## src/sv/tqle_pkg.sv

```systemverilog
package tqle_pkg;

	// Default build of the table.
	localparam int DEF_GRID_SIDE  = 32;
	localparam int DEF_VALUE_BITS = 32;

	// Fixed field widths.
	localparam int ACTIONS    = 4;
	localparam int ACT_W      = 2;
	localparam int COORD_W    = 5;
	localparam int REWARD_W   = 8;
	localparam int FRAC_W     = 16;
	localparam int OUT_W      = 32;
	localparam int CFG_IDX_W  = 2;

	// Register indexes on the configuration port.
	localparam logic [CFG_IDX_W-1:0] REG_LEARN_RATE   = 2'd0;
	localparam logic [CFG_IDX_W-1:0] REG_DISCOUNT     = 2'd1;
	localparam logic [CFG_IDX_W-1:0] REG_EXPLORE_RATE = 2'd2;

	// Register values after reset (about 0.1, 0.9 and 0.1 in Q0.16).
	localparam logic [FRAC_W-1:0] RST_LEARN_RATE   = 16'd6554;
	localparam logic [FRAC_W-1:0] RST_DISCOUNT     = 16'd58982;
	localparam logic [FRAC_W-1:0] RST_EXPLORE_RATE = 16'd6554;

	// Command codes of an input item.
	localparam logic CMD_CHOOSE = 1'b0;
	localparam logic CMD_UPDATE = 1'b1;

	typedef enum logic [3:0] {
		ST_CLEAR,
		ST_IDLE,
		ST_READ,
		ST_MAX,
		ST_MUL1,
		ST_TGT,
		ST_DIFF,
		ST_MUL2,
		ST_FIN
	} tqle_state_t;

	// Controller to datapath.
	typedef struct packed {
		logic capture;
		logic clr_step;
		logic rd_en;
		logic rd_next;
		logic pick;
		logic mul1;
		logic tgt;
		logic diff;
		logic mul2;
		logic finish;
	} tqle_cmd_t;

	// Datapath to controller.
	typedef struct packed {
		logic clr_last;
		logic is_update;
		logic out_free;
	} tqle_status_t;

endpackage

```

## src/sv/tqle_ctrl.sv

```systemverilog
module tqle_ctrl (
	input  logic                   clk,
	input  logic                   arst_n,
	input  logic                   in_valid,
	output logic                   in_stall,
	input  tqle_pkg::tqle_status_t sts,
	output tqle_pkg::tqle_cmd_t    ctl
);

	tqle_pkg::tqle_state_t state_q, state_d;

	always_ff @(posedge clk or negedge arst_n) begin
		if (!arst_n) begin
			state_q <= tqle_pkg::ST_CLEAR;
		end else begin
			state_q <= state_d;
		end
	end

	always_comb begin
		state_d  = state_q;
		ctl      = '0;
		in_stall = 1'b1;
		unique case (state_q)
			tqle_pkg::ST_CLEAR: begin
				ctl.clr_step = 1'b1;
				if (sts.clr_last) begin
					state_d = tqle_pkg::ST_IDLE;
				end
			end
			tqle_pkg::ST_IDLE: begin
				in_stall = 1'b0;
				if (in_valid) begin
					ctl.capture = 1'b1;
					state_d     = tqle_pkg::ST_READ;
				end
			end
			tqle_pkg::ST_READ: begin
				// An update looks at the next cell first, a choose at the current one.
				ctl.rd_en   = 1'b1;
				ctl.rd_next = sts.is_update;
				state_d     = tqle_pkg::ST_MAX;
			end
			tqle_pkg::ST_MAX: begin
				ctl.pick = 1'b1;
				if (sts.is_update) begin
					ctl.rd_en = 1'b1;
					state_d   = tqle_pkg::ST_MUL1;
				end else begin
					state_d = tqle_pkg::ST_FIN;
				end
			end
			tqle_pkg::ST_MUL1: begin
				ctl.mul1 = 1'b1;
				state_d  = tqle_pkg::ST_TGT;
			end
			tqle_pkg::ST_TGT: begin
				ctl.tgt = 1'b1;
				state_d = tqle_pkg::ST_DIFF;
			end
			tqle_pkg::ST_DIFF: begin
				ctl.diff = 1'b1;
				state_d  = tqle_pkg::ST_MUL2;
			end
			tqle_pkg::ST_MUL2: begin
				ctl.mul2 = 1'b1;
				state_d  = tqle_pkg::ST_FIN;
			end
			tqle_pkg::ST_FIN: begin
				if (sts.out_free) begin
					ctl.finish = 1'b1;
					state_d    = tqle_pkg::ST_IDLE;
				end
			end
			default: begin
				state_d = tqle_pkg::ST_IDLE;
			end
		endcase
	end

endmodule

```

## config.mk

```make
export PLATFORM = sky130hd
export DESIGN_NAME = tqle_ctrl
export DESIGN_NICKNAME = d
export VERILOG_FILES = /design/src/sv/tqle_pkg.sv /design/src/sv/tqle_ctrl.sv
export SDC_FILE = /design/constraint.sdc
export NUM_CORES = 1
export LEC_CHECK = 0
export BUFFER_PORTS_ARGS = -buffer_cell sky130_fd_sc_hd__clkbuf_2
export CAP_MARGIN = 20
export CORE_AREA = 2 2 39 41
export CTS_BUF_LIST = sky130_fd_sc_hd__clkbuf_8
export DETAILED_ROUTE_END_ITERATION = 10
export DIE_AREA = 0 0 41 43
export PLACE_DENSITY_LB_ADDON = 0.08
export SETUP_SLACK_MARGIN = 0.4
export SLEW_MARGIN = 20
export SYNTH_ARGS = -nofsm -noshare
export SYNTH_HDL_FRONTEND = slang
export SYNTH_SLANG_ARGS = --single-unit
export TNS_END_PERCENT = 30
```

## constraint.sdc

```tcl
create_clock -name clk -period 1.4 [get_ports clk]
set_input_delay 0.14 -clock clk [delete_from_list [all_inputs] [get_ports clk]]
set_output_delay 0.14 -clock clk [all_outputs]
set_load 0.01 [all_outputs]
```

==> out/metrics.cfg <==
[floorplan]
die-width_um = 41
die_y_um = 43
floorplan.die_area_um2 = 1760
rows = 14
start_util_pct = 23.6
design.core.area_um2 = 1380
pin_count = 17

[critical_path]
cp_data_required_time_ns = 1.26
critPathLaunchType = flop
crit_path_end_kind = output pin
path_class = flop to output pin
cp.arrival_ns = 1.24
path_max_fanout = 8

[routing]
first_pass_iters = 2
drtAntennaViolNets = 0
vias = 354
wirelength_um = 873
wire_per_inst_um = 11.5
routed_via_density = 4.66
drc = 0
drt_iter0_drc = 7

[final_layout]
antenna_cells = 0
area_growth_pct = 62.8
nFillCells = 158
largest_register_ffs = 4
fin_area_um2 = 532
nets = 68
layout-drive-gt1-share_pct = 65.0
reg.largest.list = state_q x4
regMostFlops = state_q

[power_and_ir_drop]
share_comb_of_total_power_pct = 54.4
peakVddDrop_mv = 0.869
p_switching_uw = 460
powerDensity_nw_per_um2 = 2160
power_frac_clock_pct = 20.5
swShare_pct = 40.0
p_int_uw = 689
p_leak_nw = 0.262
pwr-share-seq_pct = 25.1

[sta]
clock_skew_ns = 0.00301
setup_viol = 0
setup_tns_ns = 0
tightest_slew_ns = 0.284
finalHoldViolCount = 0
period_share_pct = 98.3
clock.fmax_ghz = 0.727
post-route-min-period_ns = 1.38
grt_setup_unrepaired = true
slew_viol_final = 0
slew_headroom_pct = 80.8
whs_ns = 0.222

[grt]
grt_pass1_vias = 345
grt_pass1_wl_um = 1460
globalRouteOverflowTotal = 0
antenna_found_initial = 0
grt_start_max_net_pins = 14
track_usage_pct = 12.3

[clock_network]
clk_latency_ns = 0.21
root_buffer = clkbuf_8
h-tree-depth = 1
cts_made_buffers = 3
cts_tree = done
clock-sinks = 4
clock_path_buffers = 2
clk_pin_slew_ns = 0.03

[yosys]
yosys_register_bits = 4
avgSynthCellArea_um2 = 8.59
syn_area_um2 = 327
yosysWarnings = 0
syn_nets = 44
netlist_top_cells_area = dfrtp_1 (31%), buf_6 (6.9%), and3_1 (5.7%)
synth_cells = 38
synth.distinct_cells = 22
ys_seq_area_share_pct = 30.7
synth_top_cell_by_area = dfrtp_1
yosys.area.top_type_share_pct = 30.7

[placement]
place_area_um2 = 434
io_buffers = 16
gp_congestion = 0.726

[hold_path]
hp-class = input port to flop

[status]
status = finished, final reports clean

[run]
max-cap-violations = 0

## power by group through the flow
stage | clock, mW | sequential, mW | combinational (mW)
finish | 0.235 | 0.289 | 0.625
global route | 0.257 | 0.307 | 0.691
CTS | 0.243 | 0.290 | 0.624
detailed placement | 0 | 0.300 | 0.515
global placement | 0 | 0.296 | 0.509
floorplan | 0 | 0.186 | 0.522
## routing by layer
metal	share of wire, %	global-route usage, %	vias up
met4	0	4.00	0
met2	51	17.5	13
met3	6.0	6.28	0
met5	0	0	-
met1	43	15.6	162
li1	-	-	179
## what timing repair did
action                                  in CTS  in global routing
hold buffers                                 1                  0
endpoints found under the hold margin        4                  0
pin swaps                                    1                  2
setup buffers                                5                  0
resized for setup                            3                 10
endpoints found under the setup margin      15                 15
## synthesized netlist by cell type
| library cell | n |
|---|---|
| o41ai_1 | 1 |
| nor3_2 | 1 |
| a21oi_1 | 3 |
| buf_2 | 2 |
| and2b_2 | 1 |
| nor4_1 | 1 |
| nor3_1 | 2 |
| o31ai_1 | 1 |
| nand2_1 | 4 |
| nor2_1 | 3 |
| and3_1 | 3 |
| nor4b_1 | 2 |
| inv_1 | 1 |
| o21ai_0 | 1 |
| a41o_2 | 1 |
| nor2b_1 | 1 |
| nand2b_4 | 1 |
| dfrtp_1 | 4 |
| buf_6 | 2 |
| nor3b_2 | 1 |
| nand2b_1 | 1 |
| or2_1 | 1 |
## placed cells by master (no fill, tap or decap), types with 2 or more instances in the layout
cell and n:
buf_2 8, nor3_2 2, clkbuf_8 3, dfrtp_2 3, buf_4 6, nand2_1 4
a21oi_1 3, nor2_1 2, clkbuf_2 8, and3_1 3
## worst max-delay path: stages (launching register included)
cell      delay [ns]
dfrtp_2         0.45
nand2b_4        0.17
nor4b_4         0.23
buf_2           0.16
## stage by stage
| stage | power [mW] | cells | util, % | setup WS, ns |
|---|---|---|---|---|
| after global routing | 1.26 | 76 | 38.4 | -0.0237 |
| after detailed placement | 0.815 | 67 | 31.4 | 0.107 |
| after CTS | 1.16 | 76 | 38.1 | 0.0148 |
| after floorplan | 0.708 | 38 | - | 0.334 |
| after global placement | 0.805 | 67 | 31.4 | 0.147 |
| final | 1.15 | 76 | 38.4 | 0.0239 |
## kinds of logic (layout without fill, tap and decap cells)
| kind of cell | count (synthesis) | in the layout | share of synthesized area, % |
|---|---|---|---|
| buffers and inverters | 5 | 27 | 11.1 |
| and+or+nand+nor | 22 | 22 | 43.7 |
| AOI/OAI and AO/OA | 7 | 7 | 14.6 |
| DFF | 4 | 4 | 30.7 |
## worst paths after layout
kind / startpoint / to / slack (ns) / cells past startpoint
setup / recovery: state_q[0]$_DFFE_PN0P_ / ctl[6] / 0.02 / 3
hold / removal: sts[0] / state_q[0]$_DFFE_PN0P_ / 0.22 / 3
setup reg to reg: state_q[0]$_DFFE_PN0P_ / state_q[0]$_DFFE_PN0P_ / 0.19 / 3
hold reg to reg: state_q[3]$_DFFE_PN0P_ / state_q[2]$_DFFE_PN0P_ / 0.62 / 2
max in group asynchronous: arst_n / state_q[2]$_DFFE_PN0P_ / 1.00 / 2
min in group asynchronous: arst_n / state_q[3]$_DFFE_PN0P_ / 0.26 / 2
## layout make-up
| type | count | area (um^2) | share of cell area [%] |
|---|---|---|---|
| Inverter | 1 | 3.75 | 0.706 |
| Multi-Input combinational cell | 29 | 228 | 42.8 |
| Timing Repair Buffer | 23 | 135 | 25.4 |
| Tap cell | 16 | 20.0 | 3.76 |
| Clock buffer | 3 | 41.3 | 7.76 |
| Sequential cell | 4 | 104 | 19.5 |
No activity file was read; power rests on OpenSTA's default activity.
